**config.mk**
```make
export PLATFORM = sky130hd
export DESIGN_NAME = cdiv_cell
export DESIGN_NICKNAME = d
export VERILOG_FILES = /design/src/hw/rtl/cdiv_pkg.sv /design/src/hw/rtl/cdiv_cell.sv
export SDC_FILE = /design/constraint.sdc
export NUM_CORES = 1
export LEC_CHECK = 0
export ABC_AREA = 0
export BUFFER_PORTS_ARGS = -buffer_cell sky130_fd_sc_hd__buf_2
export CAP_MARGIN = 25
export CORE_ASPECT_RATIO = 0.6
export CORE_MARGIN = 5
export CORE_UTILIZATION = 55
export CTS_CLUSTER_SIZE = 40
export DETAILED_ROUTE_END_ITERATION = 10
export HOLD_SLACK_MARGIN = 0.12
export PLACE_DENSITY_LB_ADDON = 0.1
export SLEW_MARGIN = 40
export SYNTH_ARGS = -nofsm -noshare
export SYNTH_HDL_FRONTEND = slang
export SYNTH_SLANG_ARGS = --single-unit
export TNS_END_PERCENT = 10
```
**constraint.sdc**
```tcl
create_clock -name clk -period 16.6 [get_ports clk]
set_input_delay 1.66 -clock clk [delete_from_list [all_inputs] [get_ports clk]]
set_output_delay 1.66 -clock clk [all_outputs]
set_load 0.005 [all_outputs]
```
**src/hw/rtl/cdiv_pkg.sv**
```systemverilog
package cdiv_pkg;

  // field format
  localparam int DATA_WIDTH = 32;
  localparam int FRAC_BITS  = 16;

  // derived widths
  localparam int PROD_W = 2 * DATA_WIDTH;           // exact product / magnitude sum
  localparam int QUO_W  = DATA_WIDTH + 1;           // quotient bits worth developing
  localparam int NUM_W  = PROD_W + FRAC_BITS;       // numerator scaled by the fraction

  // pipeline shape
  localparam int FRONT_STAGES = 4;
  localparam int PIPE_DEPTH   = FRONT_STAGES + QUO_W + 1;
  localparam int CNT_W        = $clog2(PIPE_DEPTH + 2);

  typedef logic signed [DATA_WIDTH-1:0] data_t;
  typedef logic [DATA_WIDTH-1:0]        mag_t;
  typedef logic [PROD_W-1:0]            prod_t;
  typedef logic [QUO_W-1:0]             word_t;
  typedef logic [NUM_W-1:0]             num_t;

  // largest positive field value, used for saturation
  localparam data_t DATA_MAX = data_t'({1'b0, {(DATA_WIDTH-1){1'b1}}});

  // state handed from cell to cell: both lanes share the squared magnitude
  typedef struct packed {
    prod_t y;
    prod_t rem_re;
    prod_t rem_im;
    word_t word_re;
    word_t word_im;
    logic  neg_re;
    logic  neg_im;
    logic  ovf;
  } div_t;

endpackage

```
**src/hw/rtl/cdiv_cell.sv**
```systemverilog
module cdiv_cell (
  input  logic           clk,
  input  logic           rst,
  input  logic           in_valid,
  output logic           in_ready,
  input  cdiv_pkg::div_t in_data,
  output logic           out_valid,
  input  logic           out_ready,
  output cdiv_pkg::div_t out_data
);
  import cdiv_pkg::*;

  logic            vld;
  logic [PROD_W:0] t_re, t_im, y_x;
  logic            ge_re, ge_im;
  div_t            nxt;

  assign in_ready = !vld || out_ready;

  // one restoring step on each lane: bring down a bit, subtract if it fits
  always_comb begin
    y_x         = {1'b0, in_data.y};
    t_re        = {in_data.rem_re, in_data.word_re[QUO_W-1]};
    t_im        = {in_data.rem_im, in_data.word_im[QUO_W-1]};
    ge_re       = t_re >= y_x;
    ge_im       = t_im >= y_x;
    nxt         = in_data;
    nxt.rem_re  = ge_re ? prod_t'(t_re - y_x) : prod_t'(t_re);
    nxt.rem_im  = ge_im ? prod_t'(t_im - y_x) : prod_t'(t_im);
    nxt.word_re = {in_data.word_re[QUO_W-2:0], ge_re};
    nxt.word_im = {in_data.word_im[QUO_W-2:0], ge_im};
  end

  always_ff @(posedge clk) begin
    if (rst) begin
      vld <= 1'b0;
    end else if (in_ready) begin
      vld <= in_valid;
    end
  end

  always_ff @(posedge clk) begin
    if (in_ready) begin
      out_data <= nxt;
    end
  end

  assign out_valid = vld;

endmodule

```
; ---- Yosys cells after proc, flatten, opt, wreduce, memory -nomap -nowiden
; Cells that the tools add are included.
[word_totals]
elab_cells = 17
output_inout_bits = 263
regBits = 262
[op_classes]
n_mux = 2
magnitude_cmp = 2
reduce_logical = 2
add_sub_neg = 2
[op_table]
columns = operator, count
row1 = greater-or-equal comparator 65 x 64 -> 1 bit, 2
row2 = two-way mux 64 bit, 2
row3 = subtractor 64 bit, 2
row4 = zero test 1 bit, 1
row5 = logical OR 1 bit, 1

; ---- Logic depth before layout (Yosys ltp)
[logic_depth]
depth_word = 2
mapped_depth = 16
depth_no_buf = 13

; ---- Worst setup path after synthesis
; Ideal clock, no wire load.
[synth_path]
kind = input port to output port
from = in out_ready
to = out in_ready
path_buffers = 0
path_stages = 1
slack_ns = 6.983
arrival_time_ns = 7.957
required_ns = 14.940
cell_sequence = nand2b_1
[synth_via]
elab_chain_cells = 1
[synth_lines]
columns = element, line
row1 = from (decl), cdiv_cell.sv:8  ; input logic out_ready,
row2 = logical OR 1 bit, cdiv_cell.sv:18  ; assign in_ready = !vld || out_ready;
row3 = to (decl), cdiv_cell.sv:5  ; output logic in_ready,
; Every way passes these cells.

==> run summary <==
Status -> finished clean
Post-synth EDFFs -> 261
CTS Buf Count -> 26
RSZ-0062 raised after global routing -> false
Crit-path cells -> buf_2 -> inv_1 -> ha_1 -> a21oi_1 -> o211a_1 -> o41a_1 -> and4_1 -> o21ai_2 -> a21oi_1 -> o31a_1 -> o21a_1 -> clkinv_2 -> buf_6 -> mux2_1
Vias in the first global route -> 14.8k
Via count -> 15.9k
Crit path buf inv count -> 4
Asr flop ratio synth -> 0%
Worst Path Max Fanout -> 84
CTS tree -> built
Resize count post-CTS -> 0
Clk buf depth -> 3
R2r setup slk -> 13880 ps
M1 GR Usage -> 48.2%
Comb power frac -> 30.2%
Min-delay src -> out_valid
P per Cell Area -> 96.9 nW/um2
Latest clock arrival within the worst-skew pair -> 560 ps
Final Max Slew Viols -> 0
Final Cycle Share -> 34.6%
Ports -> 528
Syn_area_per_cell -> 10.2 um2
Row count -> 50
Chip width -> 241 um
Post-CTS Setup Inserts -> 0
Max-Slew Margin vs Limit -> 43.1%
WP data arrival -> 6050 ps
Worst setup EP type -> register
Iter 0 DRT Violations -> 1808
First-pass GRT wire length -> 87.9 mm
Final setup TNS -> 0 ps
Critical path data required time -> 16910 ps
CP max stage cell -> o21a_1
Filler instances -> 2570
Int Pwr -> 1.42 mW
Fmax -> 174 MHz
Reg power frac -> 42.2%
# port buffers -> 527
Sinks on Clock Net -> 262
Post-synth cell types -> 81
GRT Max-Usage Layer -> met1
Most common cell on crit path -> a21oi_1
RR Endpoint -> out_data[25]
Layout cell share with drive strength beyond 1 -> 29.4%
CTS root buf -> clkbuf_16
Clock H-tree levels -> 1
Origin of the critical flop-to-flop path -> out_valid
Final-stage net count -> 2609
Met2 GRT Util -> 45.3%
Yosys reg bits -> 262
Synthesis Warnings -> 0
Crit-path max cell delay -> 660 ps
CP startpoint kind -> input pin
DIE AREA -> 35900 um2
Initial antenna violation count -> 8
Clock network fraction of design power -> 27.7%
Critical path type -> in -> reg
Dpl hpwl -> 48.7 mm
Overflow after GRT -> 0
Initial core utilization -> 56.2%
Pleak -> 9.65 nW
Detail Route Antenna Nets -> 0
Minimum clock period -> 5750 ps
Vias/cell -> 5.98
Clock-pin slew of the registers on the worst-case setup and hold paths -> 60 ps
TritonRoute pass-1 iters -> 8
Max-Cap Viols -> 0
Peak VDD IR -> 0.0785 mV
Hold Crit Endpoint -> out_data[121]
Placer Congestion -> 1.03
DRT Wirelength -> 59.8 mm
Commonest non-fill, non-tap cell in the layout -> buf_2
Cell count after synthesis -> 1731
Worst hold path depth -> 1
Cell Area, Synth -> 17700 um2
Min-delay worst type -> reg -> reg
Actual slew at the worst max-slew pin -> 853 ps
Hold-fix buffers, CTS -> 0
Psw -> 0.641 mW
Clock skew -> 14.4 ps
M3 GR Usage -> 9.18%
DRC -> 0
Sequential share of the synthesized area -> 44.5%
Post-layout util -> 67.7%
Avg WL per Cell -> 22.6 um
Most frequent cells in the layout -> buf_2, edfxtp_1, a21oi_1
Worst Reg-to-Reg Cells -> 3
Sw Ratio -> 31.1%
Net Count, Synth -> 2126
Die Ht -> 149 um
Area Overhead vs Synth -> 20.4%
Ys flop type -> edfxtp_1
CP delay by family, top -> compound AO/OA/AOI/OAI gates
Final hold vios -> 0
Tot GR Track Use -> 31.6%
Setup-failing EPs final -> 0
Largest net degree at the start of global routing -> 136
Core region area -> 31400 um2
[through the flow]
step                cell area (um2)  hold WS (ps)  cells  power [mW]  worst slack [ps]
floorplan                     17700          1730   1731        1.26              6980
global placement              20400          1060   2602        1.48             10410
detailed placement            20500          1120   2602        1.49             10290
CTS                           21300          1120   2648        2.06             10870
global route                  21300          1170   2648        2.16             10630
finish                        21300          1110   2651        2.06             10850
[worst max-delay path by stage]
stage	from	to	slack (ps)	depth (start not counted)
2_1_floorplan	out_ready	in_ready	6980	1
3_3_place_gp	in_data[212]	out_data[178]	10410	13
3_5_place_dp	in_data[201]	out_data[178]	10290	14
4_1_cts	in_data[201]	out_data[178]	10870	14
5_1_grt	in_data[203]	out_data[178]	10630	14
6_report	in_data[203]	out_data[188]	10850	14
[power by group through the flow]
| stage | registers, mW | logic, mW | clock network (mW) |
|---|---|---|---|
| 2_1_floorplan | 0.897 | 0.359 | 0 |
| 3_3_place_gp | 0.880 | 0.600 | 0 |
| 3_5_place_dp | 0.881 | 0.607 | 0 |
| 4_1_cts | 0.869 | 0.611 | 0.580 |
| 5_1_grt | 0.877 | 0.671 | 0.611 |
| 6_report | 0.869 | 0.622 | 0.570 |
[synthesized netlist by cell type, drive strengths merged, types with 15 or more instances]
library cell / number / area share (%)
nand2: 135 / 2.9
a21o: 53 / 2.3
buf: 33 / 1.5
o21a: 16 / 0.68
xnor2: 71 / 3.5
edfxtp: 261 / 44
ha: 128 / 9.1
inv: 107 / 2.3
a21oi: 225 / 6.5
nand4: 46 / 1.6
nor2: 128 / 2.7
o21ai: 107 / 3.1
mux2: 63 / 5.2
nand2b: 15 / 0.53
nand3: 21 / 0.60
nor3: 26 / 0.74
clkbuf: 46 / 0.98
o21bai: 28 / 1.2
xor2: 46 / 2.3
[layout make-up]
class | instances | area (um2) | share of cell area, %
inverter | 107 | 403 | 1.89
tap | 416 | 520 | 2.45
antenna | 3 | 7.51 | 0.0353
sequential | 262 | 7860 | 36.9
clock inverter | 17 | 118 | 0.553
timing repair buffer | 534 | 2710 | 12.7
clock buffer | 29 | 683 | 3.21
multi-input combinational | 1283 | 8970 | 42.2
[routing by layer]
layer,up-vias,routed length (um)
li1,7372,-
met5,-,67
met1,7480,26500
met2,894,24900
met4,10,1270
met3,95,7070
[cells by family (layout without fill, tap and decap cells)]
group	after synthesis	count (layout)	share of synthesized area (%)
buffers and inverters	186	687	4.79
other	0	3	0
flip-flops	262	262	44.5
AO/OA/AOI/OAI	530	530	18.5
multiplexers	67	67	5.41
XOR/XNOR	117	117	5.80
adder cells (fa/ha/maj)	130	130	9.29
AND/OR/NAND/NOR	439	439	11.8
[flip-flops by register name, summed over array words and instances, names as in the netlist]
| signal | flops |
|---|---|
| out_data | 261 |
| out_valid | 1 |
No activity file was read; power rests on OpenSTA's default activity.
