File: src/hw/rtl/cdiv_pkg.sv
package cdiv_pkg;

  // field format
  localparam int DATA_WIDTH = 32;
  localparam int FRAC_BITS  = 16;

  // derived widths
  localparam int PROD_W = 2 * DATA_WIDTH;           // exact product / magnitude sum
  localparam int QUO_W  = DATA_WIDTH + 1;           // quotient bits worth developing
  localparam int NUM_W  = PROD_W + FRAC_BITS;       // numerator scaled by the fraction

  // pipeline shape
  localparam int FRONT_STAGES = 4;
  localparam int PIPE_DEPTH   = FRONT_STAGES + QUO_W + 1;
  localparam int CNT_W        = $clog2(PIPE_DEPTH + 2);

  typedef logic signed [DATA_WIDTH-1:0] data_t;
  typedef logic [DATA_WIDTH-1:0]        mag_t;
  typedef logic [PROD_W-1:0]            prod_t;
  typedef logic [QUO_W-1:0]             word_t;
  typedef logic [NUM_W-1:0]             num_t;

  // largest positive field value, used for saturation
  localparam data_t DATA_MAX = data_t'({1'b0, {(DATA_WIDTH-1){1'b1}}});

  // state handed from cell to cell: both lanes share the squared magnitude
  typedef struct packed {
    prod_t y;
    prod_t rem_re;
    prod_t rem_im;
    word_t word_re;
    word_t word_im;
    logic  neg_re;
    logic  neg_im;
    logic  ovf;
  } div_t;

endpackage

File: src/hw/rtl/cdiv_out_if.sv
interface cdiv_out_if;
  import cdiv_pkg::*;

  logic  valid;
  logic  ready;
  data_t quotient_real;
  data_t quotient_imag;
  logic  overflow;

  modport source (
    output valid, quotient_real, quotient_imag, overflow,
    input  ready
  );

  modport sink (
    input  valid, quotient_real, quotient_imag, overflow,
    output ready
  );

endinterface

File: src/hw/rtl/cdiv_back.sv
module cdiv_back (
  input  logic           clk,
  input  logic           rst,
  input  logic           in_valid,
  output logic           in_ready,
  input  cdiv_pkg::div_t in_data,
  cdiv_out_if.source     dout
);
  import cdiv_pkg::*;

  word_t lim_re, lim_im;
  logic  bad;
  data_t res_re, res_im;
  logic  vld;

  // a negative part may reach one step further than a positive one
  always_comb begin
    lim_re = in_data.neg_re ? (word_t'(1) << (DATA_WIDTH - 1))
                            : (word_t'(1) << (DATA_WIDTH - 1)) - word_t'(1);
    lim_im = in_data.neg_im ? (word_t'(1) << (DATA_WIDTH - 1))
                            : (word_t'(1) << (DATA_WIDTH - 1)) - word_t'(1);
    bad    = in_data.ovf || (in_data.word_re > lim_re) || (in_data.word_im > lim_im);
    res_re = in_data.neg_re ? data_t'(mag_t'(0) - in_data.word_re[DATA_WIDTH-1:0])
                            : data_t'(in_data.word_re[DATA_WIDTH-1:0]);
    res_im = in_data.neg_im ? data_t'(mag_t'(0) - in_data.word_im[DATA_WIDTH-1:0])
                            : data_t'(in_data.word_im[DATA_WIDTH-1:0]);
  end

  assign in_ready = !vld || dout.ready;

  always_ff @(posedge clk) begin
    if (rst) begin
      vld <= 1'b0;
    end else if (in_ready) begin
      vld <= in_valid;
    end
  end

  // output register, saturated on any overflow
  always_ff @(posedge clk) begin
    if (in_ready) begin
      dout.quotient_real <= bad ? DATA_MAX : res_re;
      dout.quotient_imag <= bad ? DATA_MAX : res_im;
      dout.overflow      <= bad;
    end
  end

  assign dout.valid = vld;

endmodule

File: src/flat_wrapper.sv
// flat-port wrapper written by rule: the top's interface ports become plain ports
module cdiv_back_flat import cdiv_pkg::*;
  (clk, rst, in_valid, in_ready, in_data, dout_valid, dout_quotient_real, dout_quotient_imag, dout_overflow, dout_ready);
  cdiv_out_if dout_i ();
  input  logic clk;
  input  logic rst;
  input  logic in_valid;
  output logic in_ready;
  input  cdiv_pkg::div_t in_data;
  output wire logic [$bits(dout_i.valid)-1:0] dout_valid;
  output wire logic [$bits(dout_i.quotient_real)-1:0] dout_quotient_real;
  output wire logic [$bits(dout_i.quotient_imag)-1:0] dout_quotient_imag;
  output wire logic [$bits(dout_i.overflow)-1:0] dout_overflow;
  input wire logic [$bits(dout_i.ready)-1:0] dout_ready;
  assign dout_valid = dout_i.valid;
  assign dout_quotient_real = dout_i.quotient_real;
  assign dout_quotient_imag = dout_i.quotient_imag;
  assign dout_overflow = dout_i.overflow;
  assign dout_i.ready = dout_ready;
  cdiv_back u_core (.clk(clk), .rst(rst), .in_valid(in_valid), .in_ready(in_ready), .in_data(in_data), .dout(dout_i));
endmodule
File: config.mk
export PLATFORM = sky130hd
export DESIGN_NAME = cdiv_back_flat
export DESIGN_NICKNAME = d
export VERILOG_FILES = /design/src/hw/rtl/cdiv_pkg.sv /design/src/hw/rtl/cdiv_out_if.sv /design/src/hw/rtl/cdiv_back.sv /design/src/flat_wrapper.sv
export SDC_FILE = /design/constraint.sdc
export NUM_CORES = 1
export LEC_CHECK = 0
export ABC_AREA = 1
export BUFFER_PORTS_ARGS = -buffer_cell sky130_fd_sc_hd__clkbuf_2
export CELL_PAD_IN_SITES_DETAIL_PLACEMENT = 0
export CELL_PAD_IN_SITES_GLOBAL_PLACEMENT = 1
export CORE_ASPECT_RATIO = 1.25
export CORE_MARGIN = 8
export CORE_UTILIZATION = 31
export DETAILED_ROUTE_END_ITERATION = 12
export PLACE_DENSITY = 0.89
export RECOVER_POWER = 100
export SETUP_SLACK_MARGIN = 0.4
export SLEW_MARGIN = 5
export SYNTH_ARGS = -nofsm -noshare
export SYNTH_HDL_FRONTEND = slang
export SYNTH_SLANG_ARGS = --single-unit
File: constraint.sdc
create_clock -name clk -period 2.8 [get_ports clk]
set_input_delay 0.56 -clock clk [delete_from_list [all_inputs] [get_ports clk]]
set_output_delay 0.56 -clock clk [all_outputs]
set_load 0.1 [all_outputs]
# Word level (Yosys, flattened, before mapping)
# Cells that the tools add are included.
[totals]
latchBits = 0
mem_bits_ro = 0
ff_bits = 66
memories = 0
ramBits = 0
out_inout_bits = 67
input_bits = 265
elab_cells = 16
[classes]
shifts = 0
n_div = 0
order_cmp = 2
eq_ne = 0
n_mul = 0
addsub = 2
reduce_logical = 4
n_mux = 4
bitwise_logic = 0
[op_table]
columns = ["cell", "count"]
rows = [
  ["$mux 32", 4],
  ["$gt 33x33->1", 2],
  ["$sub 1x32->32 const A", 2],
  ["$logic_or 1x1->1", 3],
  ["$logic_not 1->1", 1],
]

# Depth between registers and ports, before layout
# Gate-level depths: netlist of the first run.
[depth]
word_depth = 4
depth_mapped = 15

# Worst setup path after synthesis of the first run
# Ideal clock, no wire load.
[synth_path]
kind = "flip-flop to flip-flop"
from = "register u_core.vld, in the netlist u_core.dout.valid"
to = "register u_core.dout.overflow, enable pin"
arrival_time_ns = 2.839
path_stages_with_launch = 2
setup_ns = 0.904
path_slack_ns = -0.943
cell_sequence = "dfxtp_1 -> nand2_1"
[synth_via]
elab_chain_len = 2
[synth_rtl]
columns = ["item", "line", "source"]
rows = [
  ["from (decl)", "cdiv_back.sv:14", "logic vld;"],
  ["from (signal assigned)", "cdiv_back.sv:35", "vld <= in_valid;"],
  ["$logic_not 1->1", "cdiv_back.sv:29", "assign in_ready = !vld || dout.ready;"],
  ["$logic_or 1x1->1", "cdiv_back.sv:29", ""],
  ["via in_ready", "flat_wrapper.sv:8", "output logic in_ready;"],
  ["to (signal assigned)", "cdiv_back.sv:44", "dout.overflow <= bad;"],
  ["to (decl)", "cdiv_out_if.sv:11", "output valid, quotient_real, quotient_imag, overflow,"],
]
# The timed path passes the listed nets, and every way through them passes these cells.
# A chain may end at the register's enable or synchronous reset.

# Worst setup path after layout of the first run
[layout_path]
from = "input in_data[1] (netlist bit)"
to = "register u_core.dout.quotient_imag[2] (data pin)"
[layout_via]
elab_chain_len = 3
elab_cells_between_ends = 4
[layout_rtl]
columns = ["item", "line", "source"]
rows = [
  ["from (decl)", "flat_wrapper.sv:9", "input cdiv_pkg::div_t in_data;"],
  ["$mux 32", "cdiv_back.sv:20", "lim_im = in_data.neg_im ? (word_t'(1) << (DATA_WIDTH - 1))"],
  ["$gt 33x33->1", "cdiv_back.sv:22", "bad = in_data.ovf || (in_data.word_re > lim_re) || (in_data.word_im > lim_im);"],
  ["$logic_or 1x1->1", "cdiv_back.sv:22", ""],
  ["to (signal assigned)", "cdiv_back.sv:43", "dout.quotient_imag <= bad ? DATA_MAX : res_im;"],
  ["to (decl)", "cdiv_out_if.sv:11", ""],
]
# Parallel ways exist; a longest one is shown, timed or not.

==> metrics.yaml, run 1 <==
outcome: "finished, final reports clean"
initialDrtViolationCount: 363
h-tree-depth: 3
drtPass1Iterations: 5
clk_latency_ns: 0.34
final_common_cell: "nand2_1"
fin_crit_ns: 2.48
num-fill-cells: 2041
synth_compound_area_share_pct: 4.92
clock_path_buffers: 2
place_area_sq_um: 7080
grt_max_degree: 33
initial_core_util_pct: 31.4
synth.net_count: 1114
nets: 1264
hp-class: "in -> reg"
die_x_um: 141
cts_tree: "done"
grt_antenna_before_repair: 2
fin_skew_ns: 0.00672
numCtsBuffers: 9
drive_gt1_share_pct: 16.1
overflow: 0
p_leak_nw: 3.20
hold_violations: 0
final-setup-viol-count: 0
cp.required_ns: 2.87
yosys_register_bits: 66
end_kind: "flip-flop"
grt_use_total_pct: 15.3
avgSynthCellArea_sq_um: 7.76
max_slew_margin_pct: 16.3
maxCapViolCount: 0
drc: 0
fp-row-count: 57
max_freq_ghz: 0.404
synthTopCellsByArea: "edfxtp_1 (32%), ha_1 (14%), nand2_1 (13%)"
routed_via_density: 4.85
layout_common_cells: "nand2_1 (203), nor2_1 (83), inv_1 (80), clkbuf_2 (74), nand4_1 (68)"
core-area_sq_um: 19300
synth-simple-area-share_pct: 34.2
synthCells: 783
cp.arrival_ns: 2.55
setup-tns-final_ns: 0
die_area_sq_um: 24400
dp_hpwl_mm: 14.7
num_vias: 5830
synth_top_family_by_area: "simple AND/OR/NAND/NOR gates"
power_mw: 3.23
grt_pass1_wl_mm: 29.6
cts.sinks: 66
layout.area.seq_sq_um: 1970
final_cells: 1203
synth.yosys.seq_area_share_pct: 32.4
wl_per_cell_um: 16.2
tightestPinTransition_ns: 1.26
synth_mux_area_share_pct: 0
post-route-period-util_pct: 88.4
yosysWarnings: 0
fin_util_pct: 38.7
fin_ws_ns: 0.325
synth_top_area_cell: "edfxtp_1"
grt_pass1_vias: 5533
synthToLayoutAreaGrowth_pct: 23.2
whs_ns: 0.378
maxSlewViolCount: 0
chipHeight_um: 173
rsz0062_at_grt: "true"
place_inst: 1179
ios: 332
synth_xor_area_share_pct: 6.34
gp_congestion: 0.842
cts.root.buffer_cell: "clkbuf_16"
antenna_cells: 0
ys_types: 38
detail-route-antenna-nets: 0
peakVddDrop_v: 0.000305
multi_input_area_sq_um: 3700
crit_type: "in -> reg"
portBuffers: 139
start_kind: "input pin"
synthAdderAreaFrac_pct: 13.6
clk_pin_slew_ns: 0.06
dp_slack_ns: 0.0268
crit_fanout: 15
final_area_sq_um: 7490
netlist.area_leader.share_pct: 32.1
wl_mm: 19.5
power_density_nw_per_um2: 432
synth_area_sq_um: 6080
Yosys cell counts, drive strengths merged:
cell	instances
nor3	7
ha	66
xor2	38
nor2	101
nand4	71
clkbuf	9
edfxtp	65
nor4	2
a21o	4
dfxtp	1
nand3	45
inv	81
o211ai	3
or2	1
a21oi	27
clkinv	1
and2	1
buf	16
o31ai	2
a31oi	1
xnor2	6
and3	1
nand3b	3
o21ai	18
nand2	213
critical path: stages:
cell and delay, ns:
clkbuf_4 0.17, buf_12 0.17, ha_1 0.29, nand2_1 0.07, nor2_1 0.14, inv_1 0.08, nor4_1 0.44, nand2_4 0.14
buf_12 0.20, nand2_8 0.17, nand4_1 0.09
worst paths after layout:
check | start | to | depth (start not counted) | slack (ns)
worst max-delay path | in_data[1] | u_core.dout.quotient_imag[2] | 11 | 0.32
worst min-delay path | rst | u_core.dout.valid | 2 | 0.38
worst min register to register | u_core.dout.valid | u_core.dout.valid | 2 | 1.05
worst max register to register | u_core.dout.valid | u_core.dout.quotient_imag[6] | 2 | 0.88
what timing repair did:
item | in CTS | in global routing
pin swaps | 1 | 6
endpoints found under the hold margin | 0 | 0
setup buffers | 0 | 1
cloned | 1 | 6
endpoints found under the setup margin | 1 | 64
hold buffers | 0 | 0
resized for setup | 0 | 19
registers in the layout, indices dropped and copies added, names as in the netlist:
name                       cells
u_core.dout.quotient_imag     32
u_core.dout.quotient_real     32
u_core.dout.overflow           1
u_core.dout.valid              1
where the power goes:
group | switching, mW | leakage, nW | internal, mW
logic | 0.620 | 2.52 | 0.256
registers | 0.00675 | 0.522 | 1.11
clock network | 0.456 | 0.161 | 0.789
final cells by class:
cell class / count / share of cell area (%)
clock buffer: 9 / 3.01
inverter: 82 / 4.11
clock inverter: 7 / 1.34
timing repair buffer: 158 / 11.3
multi-input combinational: 616 / 49.5
sequential: 66 / 26.3
tap: 265 / 4.43
routing by layer:
layer / part of all wire, % / track usage (%)
met3: 7.0 / 4.16
met5: 0.11 / 0
met2: 44 / 24.0
met4: 1.8 / 4.76
met1: 47 / 19.9
logic make-up (layout without fill, tap and decap cells):
kind of cell | after synthesis | in the layout
AO/OA/AOI/OAI | 55 | 55
AND/OR/NAND/NOR | 445 | 451
flip-flops | 66 | 66
buffers and inverters | 107 | 256
XOR/XNOR | 44 | 44
adder cells (fa/ha/maj) | 66 | 66
Power figures use the tool's default switching activity.
==> inputs of run 2 (changes only) <==
- CORE_UTILIZATION: 31 -> 32
- CTS_BUF_LIST: not set -> sky130_fd_sc_hd__clkbuf_4 sky130_fd_sc_hd__clkbuf_8
- PLACE_DENSITY: 0.89 -> 0.91
==> run 2 against run 1 <==
The run now ends with max-capacitance violations, max-slew violations left. Count of clock-buffer cells in the layout up 1. Global-route usage down 0.41 points. Design area decreased by 3.1%. Sequential power about the same. Utilization hardly changed. Die area fell by 2.8%. Wire length fell by 3.6%. Critical path type unchanged.
==> metrics.yaml, run 2 (same netlist as run 1, synthesis figures left out) <==
rrSetupSlack_ns: 0.75  # was 0.88 ns
clk_latency_ns: 0.35  # was 0.34 ns
violations: "max-capacitance violations, max-slew violations"
largestRegisters: "u_core.dout.quotient_imag: 32 flops, u_core.dout.quotient_real: 32 flops"  # unchanged
gp_congestion: 0.874  # was 0.842
dp_slack_ns: 0.0125  # was 0.0268 ns
rsz0062_at_grt: "false"  # was true
hp-class: "in -> reg"  # unchanged
detail-route-antenna-nets: 0  # unchanged
tightestPinTransition_ns: 1.66  # was 1.26 ns
fin_crit_ns: 2.47  # was 2.48 ns
wl_mm: 18.8  # was 19.5 mm
reg2reg_to: "u_core.dout.quotient_imag[31]"  # was u_core.dout.quotient_imag[6]
overflow: 0  # unchanged
drive_gt1_share_pct: 15.5  # was 16.1%
nets: 1264  # unchanged
ios: 332  # unchanged
max_freq_ghz: 0.404  # about the same
cts.sinks: 66  # unchanged
crit_fanout: 24  # was 15
slowest_delay_ns: 0.33  # was 0.44 ns
grt_pass1_wl_mm: 28.3  # was 29.6 mm
crit_type: "in -> reg"  # unchanged
worst_path_most_repeated_cell: "buf_12"  # unchanged
setup.worst_path.start: "in_data[1]"  # unchanged
post-route-period-util_pct: 88.4  # about the same
p_leak_nw: 3.11  # was 3.20 nW
routed_via_density: 5.05  # was 4.85
final_common_cell: "nand2_1"  # unchanged
core-area_sq_um: 18700  # was 19,300 sq um
grt_use_total_pct: 14.9  # was 15.3%
end_kind: "flip-flop"  # unchanged
setup-tns-final_ns: 0  # unchanged
initialDrtViolationCount: 372  # was 363
fp-row-count: 56  # was 57
power_mw: 2.71  # was 3.23 mW
die_area_sq_um: 23700  # was 24,400 sq um
maxCapViolCount: 1  # was 0
num_vias: 5912  # was 5,830
cts_tree: "done"  # unchanged
clk_pin_slew_ns: 0.08  # was 0.06 ns
initial_core_util_pct: 32.5  # was 31.4%
worstRegToRegCells: 2  # unchanged
grt_max_degree: 67  # was 33
wl_per_cell_um: 16.1  # was 16.2 um
crit_path_top_delay_cell: "nand2_2"  # was nor4_1
cp.required_ns: 2.88  # was 2.87 ns
final-setup-viol-count: 0  # unchanged
r2r_start: "u_core.dout.valid"  # unchanged
critPathTopFamily: "simple AND/OR/NAND/NOR gates"  # unchanged
max_slew_margin_pct: -10.7  # was 16.3%
power_density_nw_per_um2: 374  # was 432 nW/um^2
h-tree-depth: 3  # unchanged
dp_hpwl_mm: 14.3  # was 14.7 mm
clock_path_buffers: 2  # unchanged
portBuffers: 139  # unchanged
cp_num_cells: 11  # unchanged
layout_common_cells: "nand2_1 (203), nor2_1 (85), inv_1 (80), clkbuf_2 (72), nand4_1 (71)"  # was nand2_1 (203), nor2_1 (83), inv_1 (80), clkbuf_2 (74), nand4_1 (68)
cts.root.buffer_cell: "clkbuf_8"  # was clkbuf_16
chipHeight_um: 170  # was 173 um
numCtsBuffers: 9  # unchanged
grt_antenna_before_repair: 3  # was 2
die_x_um: 139  # was 141 um
synthToLayoutAreaGrowth_pct: 19.4  # was 23.2%
cp.arrival_ns: 2.55  # about the same
fin_ws_ns: 0.326  # was 0.325 ns
hold_buffers: 0  # unchanged
peakVddDrop_v: 0.000218  # was 0.000305 V
cp_num_buf_inv: 4  # unchanged
fin_skew_ns: 0.00933  # was 0.00672 ns
drtPass1Iterations: 5  # unchanged
outcome: "complete, but fails checks"  # was finished, final reports clean
grt_pass1_vias: 5514  # was 5,533
crit_end: "u_core.dout.quotient_real[11]"  # was u_core.dout.quotient_imag[2]
crit_chain: "buf_2, buf_12, ha_1, nand2_1, nor2_2, inv_1, nor4_2, nand2_4, buf_12, nand2_2, nand4_1"  # was clkbuf_4, buf_12, ha_1, nand2_1, nor2_1, inv_1, nor4_1, nand2_4, buf_12, nand2_8, nand4_1
drc: 0  # unchanged
start_kind: "input pin"  # unchanged
maxSlewViolCount: 67  # was 0
hold_violations: 0  # unchanged
## run 2: final cells by class
| cell class | count | area [sq um] |
|---|---|---|
| well taps | 232 | 290 |
| clock inverters | 6 | 43.8 |
| clock buffers | 10 | 131 |
| diodes | 1 | 2.50 |
| repair buffers | 159 | 860 |
| flip-flops and latches | 66 | 1970 |
| inverters | 82 | 308 |
| multi-input cells | 615 | 3650 |
| fillers | 1960 | 11500 |
## run 2: worst min path at each step
stage | startpoint | to | cells after the start
2_1_floorplan | rst | u_core.dout.valid | 1
3_3_place_gp | rst | u_core.dout.valid | 2
3_5_place_dp | rst | u_core.dout.valid | 2
4_1_cts | rst | u_core.dout.valid | 2
5_1_grt | rst | u_core.dout.valid | 2
6_report | rst | u_core.dout.valid | 2
## run 2: repair_timing
item	in CTS	in global routing
endpoints found under the setup margin	0	65
gates resized for setup	0	10
setup buffers	0	3
## run 2: routing by layer
metal  wire [um]  global-route usage [%]  share of wire, %  vias to the layer above
met5          31                       0              0.16                        -
met4         527                    6.12               2.8                        6
met3        1490                    4.79               7.9                       37
met2        7910                    22.3                42                      200
met1        8860                    19.3                47                     2699
li1            -                       -                 -                     2970
## run 2: stage by stage
step	instances	util, %	hold slack, ns	cell area [sq um]
floorplan	783	-	0.629	6080
global placement	1146	37.7	0.718	7050
detailed placement	1146	37.7	0.719	7050
CTS	1162	38.6	0.327	7230
global route	1170	38.8	0.344	7250
finish	1171	38.8	0.353	7250
## run 2: power by group
part	switching (mW)	internal, mW	total [mW]
logic	0.606	0.258	0.865
clock network	0.404	0.331	0.735
registers	0.00732	1.11	1.11
total	1.02	1.70	2.71
